<file path="src/hdl/brt_pkg.sv">
`default_nettype none
// ----------------------------------------------------------------------------
// brt_pkg
// Shared types and constants for the block reference count table.
// ----------------------------------------------------------------------------
package brt_pkg;

    localparam int BLK_CNT  = 1024;
    localparam int BLK_AW   = $clog2(BLK_CNT);
    localparam int SNAP_CNT = 64;
    localparam int SNAP_IW  = $clog2(SNAP_CNT);
    localparam int SNAP_W   = 7;
    localparam int CNT_W    = 16;
    localparam int STAT_W   = 2;
    localparam int CMD_W    = 3;
    localparam int BID_W    = 10;

    localparam logic [STAT_W-1:0] ST_OK      = 2'd0;
    localparam logic [STAT_W-1:0] ST_INVALID = 2'd1;
    localparam logic [STAT_W-1:0] ST_FULL    = 2'd2;

    typedef enum logic [CMD_W-1:0] {
        CMD_ENABLE   = 3'd0,
        CMD_DISABLE  = 3'd1,
        CMD_INC      = 3'd2,
        CMD_DEC      = 3'd3,
        CMD_QUERY    = 3'd4,
        CMD_CREATE   = 3'd5,
        CMD_ROLLBACK = 3'd6,
        CMD_CLEANUP  = 3'd7
    } t_cmd;

    typedef enum logic [2:0] {
        OP_NONE,
        OP_SWEEP,
        OP_INC,
        OP_DEC,
        OP_QUERY,
        OP_CREATE,
        OP_ROLL,
        OP_CLEAN
    } t_op_kind;

    typedef struct packed {
        logic [CMD_W-1:0]  command;
        logic [BID_W-1:0]  blk_idx;
        logic [SNAP_W-1:0] snap_idx;
    } t_in;

    typedef struct packed {
        logic [STAT_W-1:0] status;
        logic [CNT_W-1:0]  ref_count;
        logic [SNAP_W-1:0] new_snapshot;
    } t_out;

    typedef struct packed {
        t_op_kind           kind;
        logic [BLK_AW-1:0]  addr;
        logic [SNAP_IW-1:0] sidx;
        logic               tied;
        logic [STAT_W-1:0]  status;
        logic [SNAP_W-1:0]  made;
    } t_op;

endpackage
`default_nettype wire

</file>
<file path="src/hdl/brt_queue.sv">
`default_nettype none
// ----------------------------------------------------------------------------
// brt_queue
// Two-entry operation queue between the front and back units.
// ----------------------------------------------------------------------------
module brt_queue
    import brt_pkg::*;
(
    input  wire logic i_clk,
    input  wire logic i_rst_n,
    input  wire logic i_push,
    input  wire t_op  i_op,
    input  wire logic i_pop,
    output logic      o_full,
    output logic      o_empty,
    output t_op       o_head
);

    t_op        r_slot [2];
    logic       r_wr_ptr;
    logic       r_rd_ptr;
    logic [1:0] r_count;

    always_ff @(posedge i_clk) begin
        if (!i_rst_n) begin
            r_wr_ptr <= 1'b0;
            r_rd_ptr <= 1'b0;
            r_count  <= 2'd0;
        end else begin
            if (i_push) begin
                r_wr_ptr <= ~r_wr_ptr;
            end
            if (i_pop) begin
                r_rd_ptr <= ~r_rd_ptr;
            end
            case ({i_push, i_pop})
                2'b10:   r_count <= r_count + 2'd1;
                2'b01:   r_count <= r_count - 2'd1;
                default: r_count <= r_count;
            endcase
        end
    end

    always_ff @(posedge i_clk) begin
        if (i_push) begin
            r_slot[r_wr_ptr] <= i_op;
        end
    end

    assign o_full  = (r_count == 2'd2);
    assign o_empty = (r_count == 2'd0);
    assign o_head  = r_slot[r_rd_ptr];

endmodule
`default_nettype wire

</file>
<file path="config.mk">
export PLATFORM = sky130hd
export DESIGN_NAME = brt_queue
export DESIGN_NICKNAME = d
export VERILOG_FILES = /design/src/hdl/brt_pkg.sv /design/src/hdl/brt_queue.sv
export SDC_FILE = /design/constraint.sdc
export NUM_CORES = 1
export LEC_CHECK = 0
export BUFFER_PORTS_ARGS = -buffer_cell sky130_fd_sc_hd__buf_2
export CORE_MARGIN = 2
export CORE_UTILIZATION = 51
export DETAILED_ROUTE_END_ITERATION = 8
export PLACE_DENSITY = 0.8
export SYNTH_ARGS = -nofsm -noshare
export SYNTH_HDL_FRONTEND = slang
export SYNTH_SLANG_ARGS = --single-unit
</file>
<file path="constraint.sdc">
create_clock -name i_clk -period 2.5 [get_ports i_clk]
set_input_delay 0.125 -clock i_clk [delete_from_list [all_inputs] [get_ports i_clk]]
set_output_delay 0.125 -clock i_clk [all_outputs]
set_load 0.03 [all_outputs]
</file>
==> results.sh, run 1 <==
export IMPL_regArea_sq_um=1840
export IMPL_post_place_ws_ns=0.895
export IMPL_synth_top_family_by_area="multiplexers"
export IMPL_first_global_vias=1453
export IMPL_static_leakage_power_nw=1.21
export IMPL_synth_distinct_cells=17
export IMPL_slew_headroom=0.594
export IMPL_hpwl_mm=2.61
export IMPL_final_area_sq_um=3140
export IMPL_period_share=0.772
export IMPL_ys_warn_count=0
export IMPL_fin_util=0.722
export IMPL_yosys_area_share_simple=0.0234
export IMPL_grt_pass1_wl_mm=6.69
export IMPL_ctsRootBufferMaster="clkbuf_8"
export IMPL_grt_max_degree=22
export IMPL_cts_resized=0
export IMPL_power_per_cell_area_nw_per_um2=739
export IMPL_crit_required_ns=2.38
export IMPL_drt_first_pass_iters=4
export IMPL_path_clk_slew_ns=0.06
export IMPL_critical_path_startpoint_type="register"
export IMPL_rsz0062_at_grt="false"
export IMPL_cpPeakStageDelay_ns=0.54
export IMPL_crit_type="register to output port"
export IMPL_outcome="complete, no violations"
export IMPL_maxCapViolCount=0
export IMPL_place_area_sq_um=2690
export IMPL_clk_latency_ns=0.32
export IMPL_yosysTopAreaCell="edfxtp_1"
export IMPL_synthXorXnorAreaFrac=0.0114
export IMPL_wl_per_cell_um=15.5
export IMPL_vias_per_cell=4.96
export IMPL_cts_tree="built"
export IMPL_fin_setup_tns_ns=0
export IMPL_cts_made_buffers=9
export IMPL_drv_slew=0
export IMPL_avgSynthCellArea_sq_um=20.6
export IMPL_syn2layout_area_growth_pct=36.5
export IMPL_place_congestion=0.697
export IMPL_fmax_mhz=518
export IMPL_hold_path_class="primary input to register"
export IMPL_cts_max_level=3
export IMPL_ir_worst_vdd_v=0.000426
export IMPL_synth_top_cell_area_share=0.757
export IMPL_drive_gt1_frac=0.491
export IMPL_num_rows=24
export IMPL_die_y_um=71.2
export IMPL_setup_ws_ns=0.570
export IMPL_core_area_sq_um=4350
export IMPL_total_power_mw=2.32
export IMPL_syn_cell_area_sq_um=2300
export IMPL_start_util=0.529
export IMPL_critPathSlowestCell="dfxtp_1"
export IMPL_ys_seq_area_frac=0.800
export IMPL_die_w_um=71.2
export IMPL_multi_input_area_sq_um=442
export IMPL_synth_compound_gate_area_share=0.00870
export IMPL_nFillCells=297
export IMPL_skew_ns=0.00721
export IMPL_port_buffer_count=63
export IMPL_final_antenna_net_count=0
export IMPL_synth_fa_ha_area_frac=0.00543
export IMPL_die_area_sq_um=5070
export IMPL_synthCells=112
export IMPL_ios=64
export IMPL_cp_end_kind="output port"
export IMPL_antenna_found_initial=0
export IMPL_synthTopCellsByArea="edfxtp_1 76%, mux2_2 14%, dfxtp_1 4.3%"
export IMPL_drc_errors=0
export IMPL_grt_overflow=0
export IMPL_crit_family="flip-flops"
export IMPL_hold_violations=0
export IMPL_worstPathMaxFanout=21
export IMPL_grt_usage=0.181
export IMPL_wirelength_mm=4.21
export IMPL_clockBufferDepth=2
export IMPL_synth_seq_cells=63
export IMPL_diodes=0
export IMPL_first_iter_violations=69
export IMPL_fin_crit_ns=1.93
export IMPL_final_nets=249
export IMPL_via_count=1350
export IMPL_numClockSinks=63
export IMPL_syn_nets=146
export IMPL_setup_viol=0
export IMPL_worst_slew_pin_slew_ns=0.609
export IMPL_synth_mux_area_fraction=0.142
export IMPL_arrival_ns=1.81
export IMPL_cp_num_buf_inv=2
export IMPL_crit_chain="buf_4, mux2_2, buf_2"
==> registers in the layout, summed over array words and instances, names as in the netlist, named ones only <==
| name | flops |
|---|---|
| r_rd_ptr | 1 |
| r_wr_ptr | 1 |
| r_count | 2 |
| r_slot | 58 |
==> through the flow <==
stage	hold slack (ns)	cells
finish	0.0601	272
global route	0.0737	272
CTS	0.0433	272
detailed placement	0.316	227
global placement	0.314	227
floorplan	0.224	112
==> per-layer routing <==
metal,up-vias,GRT usage,routed length [um],part of all wire
li1,638,-,-,-
met2,53,0.297,2160,0.51
met1,651,0.214,1720,0.41
met3,8,0.0541,267,0.063
met4,0,0.101,66,0.016
met5,-,0,0,0
==> cells in the mapped netlist, drive strengths merged <==
cell / count
a21boi: 1
nor2b: 1
xor2: 1
o21ai: 1
mux2: 29
inv: 1
and2: 4
xnor2: 2
buf: 3
edfxtp: 58
or3: 1
o21a: 1
dfxtp: 5
and2b: 1
nor2: 2
ha: 1
==> worst paths after layout <==
kind	depth (start not counted)	end	start	slack [ns]
max	3	o_head[18]	register	0.57
min	2	r_wr_ptr$_SDFFE_PN0P_	i_rst_n	0.06
max reg2reg	2	r_slot[1][26]$_DFFE_PP_	r_wr_ptr$_SDFFE_PN0P_	0.92
min reg2reg	2	r_count[1]$_SDFFE_PN0P_	r_count[1]$_SDFFE_PN0P_	0.54
==> logic make-up after synthesis <==
logic type,count (synthesis)
DFF,63
muxes,29
and+or+nand+nor,9
buffers and inverters,4
AOI/OAI and AO/OA,3
xor gates and xnor gates,3
adders and majority gates,1
==> where the power goes <==
group	total [mW]	internal [mW]	leakage (nW)	switching, mW
clock	0.727	0.384	0.0821	0.343
combinational	0.359	0.151	0.545	0.208
sequential	1.24	1.21	0.586	0.0223
==> cell usage in the layout, fill, tap and decap left out, drive strengths merged, types with 2 or more instances in the layout <==
cell type	Yosys	final
dfxtp	5	5
and2	4	4
edfxtp	58	58
clkbuf	0	14
dlygate4sd3	0	29
buf	3	66
mux2	29	29
xnor2	2	2
clkinv	0	2
nor2	2	2
==> final cells by class <==
type / count / area share
flip-flops and latches: 63 / 0.586
clock inverters: 2 / 0.00279
clock buffers: 14 / 0.0486
repair buffers: 95 / 0.200
well taps: 52 / 0.0207
multi-input cells: 45 / 0.141
inverters: 1 / 0.00119
==> what timing repair did <==
item	in CTS	in global routing
hold buffers	29	0
setup buffers	0	0
endpoints found under the setup margin	0	0
hold endpoints to repair	58	0
No activity file was read; power rests on OpenSTA's default activity.
==> run 2: changes to the inputs <==
Clock period 2.5 ns to 1.9 ns, I/O delays scaled along.
==> run 2 against run 1 <==
Net effect:
- combinational power up 35%
- core utilization up 0.95 points
- non-clock buffer count up 3
- cell count up 1.1%
- largest power group unchanged
- die area unchanged
- critical endpoint is now o_head[26]
- final area up 1.3%
- routed wire length down 2.2%
- flip-flop and latch count unchanged
==> results.sh, run 2 (same netlist as run 1, synthesis figures left out) <==
export IMPL_crit_type="register to output port"
export IMPL_drt_first_pass_iters=4
export IMPL_grt_usage=0.175
export IMPL_path_clk_slew_ns=0.06
export IMPL_static_leakage_power_nw=1.23
export IMPL_place_congestion=0.684
export IMPL_min_path_cells=2
export IMPL_diodes=0
export IMPL_cts_tree="built"
export IMPL_outcome="complete, no violations"
export IMPL_hpwl_mm=2.71
export IMPL_drive_gt1_frac=0.498
export IMPL_largest_register="r_slot"
export IMPL_power_per_cell_area_nw_per_um2=991
export IMPL_arrival_ns=1.50
export IMPL_cts_max_level=3
export IMPL_setup_viol=0
export IMPL_slew_headroom=0.738
export IMPL_numClockSinks=63
export IMPL_final_nets=252
export IMPL_r2r_setup_slack_ns=0.58
export IMPL_hold_path_class="primary input to register"
export IMPL_drv_slew=0
export IMPL_die_w_um=71.2
export IMPL_clk_latency_ns=0.32
export IMPL_cp_depth=3
export IMPL_port_buffer_count=63
export IMPL_reg_largest_list="r_slot: 58 flops, r_count: 2 flops"
export IMPL_start_util=0.529
export IMPL_skew_ns=0.00624
export IMPL_final_common_cell="buf_2"
export IMPL_setup_ws_ns=0.304
export IMPL_wirelength_mm=4.12
export IMPL_regArea_sq_um=1840
export IMPL_crit_family="buffers and inverters"
export IMPL_wl_per_cell_um=15.0
export IMPL_ios=64
export IMPL_grt_pass1_wl_mm=6.45
export IMPL_cp_num_buf_inv=2
export IMPL_post_cts_buffers=0
export IMPL_final_cell_mix="63 x buf_2, 58 x edfxtp_1, 29 x mux2_2, 29 x dlygate4sd3_1, 9 x clkbuf_8"
export IMPL_cts_resized=0
export IMPL_crit_required_ns=1.80
export IMPL_crit_chain="buf_4, mux2_2, buf_2"
export IMPL_worst_slew_pin_slew_ns=0.393
export IMPL_first_iter_violations=76
export IMPL_ctsRootBufferMaster="clkbuf_8"
export IMPL_worstPathMaxFanout=20
export IMPL_grt_overflow=0
export IMPL_vias_per_cell=4.78
export IMPL_ir_worst_vdd_v=0.000490
export IMPL_clockBufferDepth=2
export IMPL_die_area_sq_um=5070
export IMPL_final_antenna_net_count=0
export IMPL_largest_reg_flops=58
export IMPL_fmax_mhz=626
export IMPL_antenna_found_initial=0
export IMPL_fin_crit_ns=1.60
export IMPL_hold_violations=0
export IMPL_rr_worst_depth=2
export IMPL_critPathSlowestCell="mux2_2"
export IMPL_cp_end_kind="output port"
export IMPL_syn2layout_area_growth_pct=38.3
export IMPL_fin_setup_tns_ns=0
export IMPL_post_place_ws_ns=0.576
export IMPL_maxCapViolCount=0
export IMPL_drc_errors=0
export IMPL_cts_made_buffers=9
export IMPL_num_rows=24
export IMPL_cpPeakStageDelay_ns=0.38
export IMPL_core_area_sq_um=4350
export IMPL_via_count=1315
export IMPL_rsz0062_at_grt="false"
export IMPL_grt_max_degree=21
export IMPL_nFillCells=272
export IMPL_period_share=0.840
export IMPL_multi_input_area_sq_um=442
export IMPL_first_global_vias=1420
export IMPL_die_y_um=71.2
export IMPL_critical_path_startpoint_type="register"
run 2: changes by cell type in the layout (fill, tap and decap cells not counted):
cell,delta
clkbuf_8,-1
buf_4,+3
clkinv_1,+2
clkbuf_1,-2
bufinv_16,+1
clkinvlp_4,+1
clkinv_2,-1
run 2: repair_timing:
action / in CTS / in global routing
hold buffers: 29 / 0
setup endpoints to repair: 0 / 0
hold endpoints to repair: 58 / 0
run 2: report_power, final:
part / switching [mW] / leakage (nW) / internal, mW
Sequential: 0.0239 / 0.586 / 1.60
Combinational: 0.279 / 0.560 / 0.205
Clock: 0.456 / 0.0861 / 0.593
Total: 0.759 / 1.23 / 2.40
run 2: routing by layer:
layer,wire [um],share of wire,up-vias,GRT usage
met5,0,0,-,0
met4,71,0.017,0,0.0943
met3,211,0.051,7,0.0470
met2,2160,0.52,38,0.296
met1,1680,0.41,627,0.201
li1,-,-,643,-
run 2: area by class of cell:
cell class,instances,share of cell area
clock buffer,11,0.0413
clock inverter,5,0.0153
inverter,1,0.00118
multi-input combinational,45,0.139
sequential,63,0.579
tap,52,0.0204
timing repair buffer,98,0.204
run 2: final timing paths:
path                                start                 endpoint
hold reg to reg   r_count[1]$_SDFFE_PN0P_  r_count[1]$_SDFFE_PN0P_
hold / removal                    i_rst_n    r_wr_ptr$_SDFFE_PN0P_
setup reg to reg    r_wr_ptr$_SDFFE_PN0P_   r_slot[1][5]$_DFFE_PP_
setup / recovery                 register               o_head[26]
run 2: through the flow:
| stage | instances | utilization | total power, mW | hold WS (ns) | cell area, sq um |
|---|---|---|---|---|---|
| floorplan | 112 | - | 1.95 | 0.194 | 2300 |
| global route | 275 | 0.731 | 3.28 | 0.0437 | 3180 |
| detailed placement | 230 | 0.623 | 2.09 | 0.287 | 2710 |
| finish | 275 | 0.731 | 3.16 | 0.0353 | 3180 |
| CTS | 275 | 0.731 | 3.18 | 0.0163 | 3180 |
| global placement | 230 | 0.623 | 2.07 | 0.286 | 2710 |
