--- src/hdl/brt_pkg.sv ---
`default_nettype none
// ----------------------------------------------------------------------------
// brt_pkg
// Shared types and constants for the block reference count table.
// ----------------------------------------------------------------------------
package brt_pkg;

    localparam int BLK_CNT  = 1024;
    localparam int BLK_AW   = $clog2(BLK_CNT);
    localparam int SNAP_CNT = 64;
    localparam int SNAP_IW  = $clog2(SNAP_CNT);
    localparam int SNAP_W   = 7;
    localparam int CNT_W    = 16;
    localparam int STAT_W   = 2;
    localparam int CMD_W    = 3;
    localparam int BID_W    = 10;

    localparam logic [STAT_W-1:0] ST_OK      = 2'd0;
    localparam logic [STAT_W-1:0] ST_INVALID = 2'd1;
    localparam logic [STAT_W-1:0] ST_FULL    = 2'd2;

    typedef enum logic [CMD_W-1:0] {
        CMD_ENABLE   = 3'd0,
        CMD_DISABLE  = 3'd1,
        CMD_INC      = 3'd2,
        CMD_DEC      = 3'd3,
        CMD_QUERY    = 3'd4,
        CMD_CREATE   = 3'd5,
        CMD_ROLLBACK = 3'd6,
        CMD_CLEANUP  = 3'd7
    } t_cmd;

    typedef enum logic [2:0] {
        OP_NONE,
        OP_SWEEP,
        OP_INC,
        OP_DEC,
        OP_QUERY,
        OP_CREATE,
        OP_ROLL,
        OP_CLEAN
    } t_op_kind;

    typedef struct packed {
        logic [CMD_W-1:0]  command;
        logic [BID_W-1:0]  blk_idx;
        logic [SNAP_W-1:0] snap_idx;
    } t_in;

    typedef struct packed {
        logic [STAT_W-1:0] status;
        logic [CNT_W-1:0]  ref_count;
        logic [SNAP_W-1:0] new_snapshot;
    } t_out;

    typedef struct packed {
        t_op_kind           kind;
        logic [BLK_AW-1:0]  addr;
        logic [SNAP_IW-1:0] sidx;
        logic               tied;
        logic [STAT_W-1:0]  status;
        logic [SNAP_W-1:0]  made;
    } t_op;

endpackage
`default_nettype wire

--- src/hdl/brt_front.sv ---
`default_nettype none
// ----------------------------------------------------------------------------
// brt_front
// Command front end: owns enable and snapshot numbering, resolves every check
// that needs no table read, and turns each command into a table operation.
// ----------------------------------------------------------------------------
module brt_front
    import brt_pkg::*;
(
    input  wire logic i_clk,
    input  wire logic i_rst_n,
    input  wire logic i_in_valid,
    input  wire t_in  i_in,
    input  wire logic i_q_full,
    output logic      o_push,
    output t_op       o_op
);

    logic                r_enabled;
    logic [SNAP_W-1:0]   r_next;
    logic                n_enabled;
    logic [SNAP_W-1:0]   n_next;

    logic                w_accept;
    logic                w_blk_ok;
    logic                w_snap_ok;
    logic [SNAP_IW-1:0]  w_sidx;
    logic [SNAP_IW-1:0]  w_cidx;
    logic [SNAP_W-1:0]   w_snap_m1;
    logic [SNAP_W-1:0]   w_next_m1;

    assign w_accept  = i_in_valid && !i_q_full;
    assign w_snap_m1 = i_in.snap_idx - SNAP_W'(1);
    assign w_next_m1 = r_next - SNAP_W'(1);
    assign w_sidx    = w_snap_m1[SNAP_IW-1:0];
    assign w_cidx    = w_next_m1[SNAP_IW-1:0];

    assign w_blk_ok = r_enabled && (i_in.blk_idx != '0)
                      && (32'(i_in.blk_idx) < 32'(BLK_CNT));

    // Handed out since the last enable; the active flag is checked in the back.
    assign w_snap_ok = r_enabled && (i_in.snap_idx != '0)
                       && (i_in.snap_idx < r_next)
                       && (32'(i_in.snap_idx) <= 32'(SNAP_CNT));

    always_comb begin
        n_enabled   = r_enabled;
        n_next      = r_next;
        o_op.kind   = OP_NONE;
        o_op.addr   = BLK_AW'(i_in.blk_idx);
        o_op.sidx   = w_sidx;
        o_op.tied   = 1'b0;
        o_op.status = ST_OK;
        o_op.made   = '0;
        case (t_cmd'(i_in.command))
            CMD_ENABLE: begin
                o_op.kind = OP_SWEEP;
                n_enabled = 1'b1;
                n_next    = SNAP_W'(1);
            end
            CMD_DISABLE: begin
                n_enabled = 1'b0;
                n_next    = '0;
            end
            CMD_INC, CMD_DEC, CMD_QUERY: begin
                if (!w_blk_ok) begin
                    o_op.status = ST_INVALID;
                end else if (t_cmd'(i_in.command) == CMD_INC) begin
                    o_op.kind = OP_INC;
                end else if (t_cmd'(i_in.command) == CMD_DEC) begin
                    o_op.kind = OP_DEC;
                end else begin
                    o_op.kind = OP_QUERY;
                end
            end
            CMD_CREATE: begin
                if (!r_enabled || r_next == '0) begin
                    o_op.status = ST_INVALID;
                end else if (32'(r_next) > 32'(SNAP_CNT)) begin
                    o_op.status = ST_FULL;
                end else begin
                    n_next    = r_next + SNAP_W'(1);
                    o_op.kind = OP_CREATE;
                    o_op.made = r_next;
                    o_op.addr = BLK_AW'(r_next);
                    o_op.sidx = w_cidx;
                    o_op.tied = (32'(r_next) < 32'(BLK_CNT));
                end
            end
            CMD_ROLLBACK, CMD_CLEANUP: begin
                if (!w_snap_ok) begin
                    o_op.status = ST_INVALID;
                end else begin
                    o_op.addr = BLK_AW'(i_in.snap_idx);
                    o_op.tied = (32'(i_in.snap_idx) < 32'(BLK_CNT));
                    if (t_cmd'(i_in.command) == CMD_CLEANUP) begin
                        o_op.kind = OP_CLEAN;
                    end else begin
                        o_op.kind = OP_ROLL;
                    end
                end
            end
            default: begin
                o_op.status = ST_INVALID;
            end
        endcase
    end

    always_ff @(posedge i_clk) begin
        if (!i_rst_n) begin
            r_enabled <= 1'b0;
            r_next    <= '0;
        end else if (w_accept) begin
            r_enabled <= n_enabled;
            r_next    <= n_next;
        end
    end

    assign o_push = w_accept;

endmodule
`default_nettype wire

--- config.mk ---
export PLATFORM = sky130hd
export DESIGN_NAME = brt_front
export DESIGN_NICKNAME = d
export VERILOG_FILES = /design/src/hdl/brt_pkg.sv /design/src/hdl/brt_front.sv
export SDC_FILE = /design/constraint.sdc
export NUM_CORES = 1
export LEC_CHECK = 0
export BUFFER_PORTS_ARGS = -buffer_cell sky130_fd_sc_hd__clkbuf_2
export CAP_MARGIN = 30
export CELL_PAD_IN_SITES_DETAIL_PLACEMENT = 1
export CELL_PAD_IN_SITES_GLOBAL_PLACEMENT = 2
export CORE_ASPECT_RATIO = 1.75
export CORE_MARGIN = 10
export CORE_UTILIZATION = 27
export CTS_CLUSTER_DIAMETER = 100
export CTS_CLUSTER_SIZE = 14
export DETAILED_ROUTE_END_ITERATION = 8
export MAX_ROUTING_LAYER = met4
export PLACE_DENSITY = 0.95
export SETUP_SLACK_MARGIN = 0.3
export SLEW_MARGIN = 20
export SYNTH_ARGS = -nofsm -noshare
export SYNTH_HDL_FRONTEND = slang
export SYNTH_SLANG_ARGS = --single-unit
--- constraint.sdc ---
create_clock -name i_clk -period 7.15 [get_ports i_clk]
set_input_delay 1.43 -clock i_clk [delete_from_list [all_inputs] [get_ports i_clk]]
set_output_delay 1.43 -clock i_clk [all_outputs]
set_load 0.005 [all_outputs]
==> results of run 1 <==
==> worst min-delay path: cells and delay by family (launching register included) <==
kind	cells	cell delay [ns]
flip-flops	1	0.35
AO/OA/AOI/OAI	2	0.16
==> power by group through the flow <==
stage | sequential [mW] | clock [mW] | combinational (mW)
final | 0.0462 | 0.0550 | 0.0489
after global routing | 0.0462 | 0.0597 | 0.0549
after CTS | 0.0462 | 0.0569 | 0.0495
after detailed placement | 0.0470 | 0 | 0.0492
after global placement | 0.0470 | 0 | 0.0483
after floorplan | 0.0463 | 0 | 0.0258
==> metrics by stage <==
stage / util (%) / total power, mW / area [sq um] / hold WS (ns)
floorplan: - / 0.0721 / 1260 / 0.485
global placement: 34.5 / 0.0952 / 1550 / 0.533
detailed placement: 34.5 / 0.0961 / 1550 / 0.534
CTS: 35.4 / 0.153 / 1590 / 0.565
global route: 35.4 / 0.161 / 1590 / 0.603
finish: 35.4 / 0.150 / 1590 / 0.561
==> logic make-up (layout without fill, tap and decap cells) <==
kind of cell	Yosys count	after routing	share of synthesized area, %
DFF	8	8	12.7
xor gates and xnor gates	7	7	4.85
adders and majority gates	9	9	8.91
and+or+nand+nor	73	73	32.8
buffers and inverters	28	74	9.21
muxes	2	2	1.58
AOI/OAI and AO/OA	51	51	30.0
==> worst paths after layout <==
check,from,depth (start not counted),end,slack (ns)
max,i_in[1],9,o_op[19],2.00
min,r_next[3],2,r_next[3],0.56
min reg2reg,r_next[3],2,r_next[3],0.56
max reg2reg,r_next[0],7,r_next[3],4.57
==> flip-flops by register name, indices dropped and copies added (netlist names) <==
signal	flops
r_next	7
r_enabled	1
==> placed cells by master, fill, tap and decap left out, types with 6 or more instances in the layout <==
cell,netlist,final
or3_1,6,6
a211o_1,8,8
inv_1,17,17
clkbuf_2,0,53
o21ai_0,9,9
nand2_1,10,10
nor3_1,6,6
a311oi_1,6,6
nand3_1,9,9
ha_1,9,9
dfxtp_1,8,8
a21oi_1,7,7
nor2_1,12,12
==> routing by layer <==
layer  vias to the layer above  GRT usage, %
li1                        761             -
met1                       755          12.8
met2                        38          23.5
met3                         7          1.97
met4                         0          2.85
met5                         -             -
==> layout make-up <==
class	instances	area, sq um	area share, %
Timing Repair Buffer	54	273	17.2
Inverter	17	63.8	4.02
Sequential cell	8	160	10.1
Multi-Input combinational cell	142	987	62.1
Clock buffer	3	41.3	2.60
Tap cell	51	63.8	4.02
==> flow_metrics.py, run 1 <==
metrics = {
    "run_status": {
        "status": "completed",
    },
    "cts": {
        "root_buffer": "clkbuf_8",
        "cts_buffer_depth": 2,
        "cts_max_level": 1,
        "cts_resized": 0,
        "clkTransAtPathRegs_ns": 0.04,
        "cts_tree": "yes",
        "postCtsSetupRepairBufs": 0,
        "cts.sinks": 8,
        "clk_latency_ns": 0.23,
        "numCtsBuffers": 3,
        "holdBufCountCts": 0,
    },
    "floorplan": {
        "die_area_sq_um": 7920,
        "die_h_microns": 111,
        "num_rows": 32,
        "core-area_sq_um": 4480,
        "initial_utilization_pct": 28.2,
        "io_pins": 54,
        "die_w_microns": 71.7,
    },
    "route": {
        "viasPerCell": 5.68,
        "drt_drc_violations_left": 0,
        "route.antenna.remaining_nets": 0,
        "dr.pass1.iters": 4,
        "drt-total-wl_microns": 5010,
        "routed.top_layer": "met4",
        "wl_met2_microns": 2810,
        "wl_met3_microns": 172,
        "drt_iter0_drc": 30,
        "drt-met1-wl_microns": 1980,
        "wl_per_cell_microns": 18.2,
        "num_vias": 1561,
    },
    "power_and_ir_drop": {
        "p_int_mw": 0.103,
        "power.density_nw_per_um2": 94.5,
        "switching_share_pct": 31.2,
        "clkPwrFrac_pct": 36.7,
        "p_leak_nw": 0.723,
        "seq_power_share_pct": 30.8,
        "switching_power_mw": 0.0469,
        "combPwrFrac_pct": 32.6,
        "peakVddDrop_v": 0.0000894,
    },
    "synth": {
        "synth_top_area_cell": "dfxtp_1",
        "yosysWarningCount": 0,
        "synthTopCellsByArea": "dfxtp_1 (13%), ha_1 (8.9%), a211o_1 (5.5%)",
        "yosys-top-cells-count": "inv_1 (17), nor2_1 (12), nand2_1 (10)",
        "synth_most_common_cell": "inv_1",
        "synth_area_sq_um": 1260,
        "synth-edff-count": 0,
        "synth_ff_type": "dfxtp_1",
        "synth_top_area_share_pct": 12.7,
        "async_flop_share_pct": 0,
        "synthesis.instances": 178,
        "yosysUniqueCellTypes": 46,
        "synth_seq_area_share_pct": 12.7,
        "avgSynthCellArea_sq_um": 7.10,
        "synth_fp_nets": 211,
        "synth_seq_cells": 8,
    },
    "global_route": {
        "grt_pass1_vias": 1682,
        "grt_overflow": 0,
        "grt_max_degree": 23,
        "antenna_found_initial": 0,
        "grt_util_all_layers_pct": 12.5,
        "grt_pass1_wl_microns": 8300,
    },
    "cells_and_area": {
        "area_growth_pct": 25.7,
        "layout-drive-gt1-share_pct": 28.6,
        "fillers": 606,
        "stdcell_count": 275,
        "diodes": 0,
        "num-nets-final": 259,
    },
    "worst_setup_path": {
        "max_stage_delay_ns": 0.52,
        "crit_fanout": 11,
        "cp_num_buf_inv": 3,
        "cp_slowest_cell": "and3_1",
        "arrival_ns": 3.72,
        "cp-start-kind": "input pin",
        "cp_data_required_time_ns": 5.72,
        "cpMostUsedCell": "clkbuf_2",
        "worstPathCellList": "clkbuf_2 -> inv_1 -> ha_1 -> or3b_2 -> o31ai_1 -> o211a_1 -> and3_1 -> a211o_1 -> clkbuf_2",
        "crit_path_end_kind": "primary output",
        "crit_family": "simple AND/OR/NAND/NOR gates",
        "path_class": "input pin to primary output",
    },
    "place": {
        "dp_hpwl_microns": 4240,
        "placed_cells": 272,
        "pre_cts_slack_ns": 2.05,
        "place.gp.congestion": 0.892,
        "io_buffers": 53,
    },
    "sta": {
        "tightest_slew_ns": 0.569,
        "period_minus_slack_ns": 5.15,
        "fin_crit_sh_pct": 72.0,
        "setup_viol": 0,
        "fmax_mhz": 194,
        "slew_headroom_pct": 61.8,
        "fin_setup_tns_ns": 0,
        "finalHoldViolations": 0,
        "finalWorstSetupSlack_ns": 2.00,
        "slew_viol_final": 0,
        "finClkSkew_ns": 0.00211,
        "rsz0062_at_grt": "false",
    },
    "hold_path": {
        "hold_class": "flop to flop",
    },
    "flow_run": {
        "cap_violations": 0,
    },
}
(Power assumes the default switching activity.)
==> run 2, diff against run 1 <==
ABC_AREA = 1   (was not set)
CORE_UTILIZATION = 21   (was 27)
PLACE_DENSITY = 0.89   (was 0.95)
clock period = 4.3 ns   (was 7.15 ns; I/O delays follow)
==> flow_metrics.py, run 2 <==
metrics = {
    "synth": {
        "synth_fp_nets": 288,
        "async_flop_share_pct": 0,
        "synth_ff_type": "dfxtp_1",
        "synth_top_area_cell": "nand2_1",
        "synthTopCellsByArea": "nand2_1 (21%), nand3_1 (12%), dfxtp_1 (12%)",
        "yosysWarningCount": 0,
        "synthesis.instances": 255,
        "synth_seq_cells": 8,
        "synth-edff-count": 0,
        "yosys-top-cells-count": "nand2_1 (76), nand3_1 (34), inv_1 (32)",
        "synth_top_area_share_pct": 20.6,
        "synth_most_common_cell": "nand2_1",
        "synth_area_sq_um": 1380,
        "yosysUniqueCellTypes": 29,
        "synth_seq_area_share_pct": 11.6,
        "avgSynthCellArea_sq_um": 5.43,
    },
    "global_route": {
        "grt_max_degree": 14,
        "use_met3_pct": 1.69,
        "grt_pass1_vias": 1967,
        "antenna_found_initial": 0,
        "top_usage_layer": "met2",
        "grt_pass1_wl_microns": 9050,
        "grt_overflow": 0,
        "grt_util_all_layers_pct": 11.1,
        "grtUsageMet1_pct": 8.99,
        "grtUsageMet2_pct": 23.0,
    },
    "cts": {
        "clkTransAtPathRegs_ns": 0.04,
        "numCtsBuffers": 3,
        "cts_buffer_depth": 2,
        "root_buffer": "clkbuf_16",
        "clk_latency_ns": 0.24,
        "holdBufCountCts": 0,
        "cts_resized": 0,
        "postCtsSetupRepairBufs": 0,
        "cts.sinks": 8,
        "cts_tree": "yes",
        "cts_max_level": 1,
    },
    "floorplan": {
        "core-area_sq_um": 6490,
        "initial_utilization_pct": 21.3,
        "die_w_microns": 81.4,
        "io_pins": 54,
        "die_area_sq_um": 10400,
        "num_rows": 39,
        "die_h_microns": 127,
    },
    "sta": {
        "finalHoldViolations": 0,
        "finClkSkew_ns": 0.00182,
        "fin_setup_tns_ns": 0,
        "fin_crit_sh_pct": 76.3,
        "tightest_slew_ns": 0.426,
        "period_minus_slack_ns": 3.28,
        "slew_headroom_pct": 71.5,
        "slew_viol_final": 0,
        "rsz0062_at_grt": "false",
        "setup_viol": 0,
        "finalWorstSetupSlack_ns": 1.02,
        "fmax_mhz": 305,
    },
    "worst_setup_path": {
        "cp-start-kind": "input pin",
        "r2r_cells": 11,
        "max_stage_delay_ns": 0.34,
        "worstReg2RegStart": "r_next[1]",
        "cp_slowest_cell": "ha_1",
        "crit_fanout": 6,
        "crit_family": "simple AND/OR/NAND/NOR gates",
        "cp_data_required_time_ns": 3.44,
        "cp_num_buf_inv": 2,
        "arrival_ns": 2.42,
        "crit_path_end_kind": "primary output",
        "cp.depth": 10,
        "worstPathCellList": "clkbuf_2 -> ha_1 -> a21oi_1 -> nand2_1 -> nand2_1 -> nand3_1 -> nor2_2 -> nand2_1 -> nand3_1 -> clkbuf_2",
        "cpMostUsedCell": "nand2_1",
        "path_class": "input pin to primary output",
        "startpoint": "i_in[2]",
    },
    "route": {
        "drt_drc_violations_left": 0,
        "wl_per_cell_microns": 14.3,
        "dr.pass1.iters": 4,
        "drt_iter0_drc": 46,
        "drt-total-wl_microns": 5560,
        "viasPerCell": 4.66,
        "num_vias": 1807,
        "route.antenna.remaining_nets": 0,
    },
    "cells_and_area": {
        "reg.largest.list": "r_next: 7 flops, r_enabled: 1 flops",
        "area_growth_pct": 29.4,
        "multi_input_area_sq_um": 1030,
        "regArea_sq_um": 160,
        "diodes": 0,
        "final_common_cell": "nand2_1",
        "regMostFlops": "r_next",
        "fillers": 887,
        "layout-drive-gt1-share_pct": 25.2,
        "layout_common_cells": "nand2_1 (76), clkbuf_2 (53), nand3_1 (34), inv_1 (32), nor2_1 (27)",
        "num-nets-final": 341,
        "largest_reg_flops": 7,
    },
    "hold_path": {
        "hold_path_startpoint": "r_next[5]",
        "hold_class": "flop to flop",
        "holdPathStages": 2,
    },
    "flow_run": {
        "cap_violations": 0,
    },
    "run_status": {
        "status": "completed",
    },
    "power_and_ir_drop": {
        "power.density_nw_per_um2": 182,
        "peakVddDrop_v": 0.000135,
        "p_leak_nw": 0.944,
    },
    "place": {
        "pre_cts_slack_ns": 0.972,
        "dp_hpwl_microns": 4910,
        "io_buffers": 53,
        "place.gp.congestion": 0.851,
    },
}
run 2: cell count changes in the layout (fill, tap and decap cells not counted), moves of 4 or more:
| cell | change |
|---|---|
| a211o_1 | -8 |
| a311oi_1 | -6 |
| inv_1 | +15 |
| inv_2 | +7 |
| nand2_1 | +66 |
| nand3_1 | +25 |
| nand4_1 | +4 |
| nor2_1 | +15 |
| nor2b_1 | -4 |
| nor3b_1 | -5 |
| or3_1 | -6 |
run 2: cells by family (layout without fill, tap and decap cells):
logic type / after synthesis / after routing / share of synthesized area, %
AO/OA/AOI/OAI: 21 / 21 / 7.96
adder cells (fa/ha/maj): 9 / 9 / 8.14
buffers and inverters: 45 / 96 / 13.7
flip-flops: 8 / 8 / 11.6
AND/OR/NAND/NOR: 165 / 165 / 54.2
XOR/XNOR: 7 / 7 / 4.43
run 2: where the power goes:
| part | total (mW) | leakage, nW | switching, mW | internal (mW) |
|---|---|---|---|---|
| Combinational | 0.0900 | 0.843 | 0.0539 | 0.0361 |
| Sequential | 0.0770 | 0.0646 | 0.00139 | 0.0756 |
| Clock | 0.159 | 0.0370 | 0.0392 | 0.120 |
run 2: final cells by class:
cell class / instances / area share [%]
well taps: 82 / 5.73
clock buffers: 3 / 4.19
flip-flops and latches: 8 / 8.94
repair buffers: 54 / 15.2
inverters: 39 / 8.18
multi-input cells: 202 / 57.7
run 2: per-stage QoR:
stage / area, sq um / power [mW] / hold slack [ns] / util (%) / cells
6_report: 1790 / 0.326 / 0.566 / 27.6 / 388
3_5_place_dp: 1720 / 0.170 / 0.552 / 26.4 / 385
5_1_grt: 1790 / 0.344 / 0.596 / 27.6 / 388
2_1_floorplan: 1380 / 0.125 / 0.496 / - / 255
4_1_cts: 1790 / 0.332 / 0.557 / 27.6 / 388
3_3_place_gp: 1720 / 0.169 / 0.528 / 26.4 / 385
run 2: layer usage:
| metal | vias to the layer above | routed length (microns) |
|---|---|---|
| li1 | 917 | - |
| met1 | 852 | 1840 |
| met2 | 29 | 3380 |
| met3 | 9 | 221 |
| met4 | 0 | 115 |
| met5 | - | 0 |
run 2: final timing paths:
check | endpoint | slack (ns)
setup / recovery | o_op[17] | 1.02
hold / removal | r_next[5] | 0.57
setup reg to reg | r_next[1] | 2.44
hold reg to reg | r_next[5] | 0.57
run 2: worst min-delay path, stage by stage, from the launching register on:
cell and delay [ns]:
dfxtp_1 0.36, nand2_1 0.09, a21oi_1 0.06
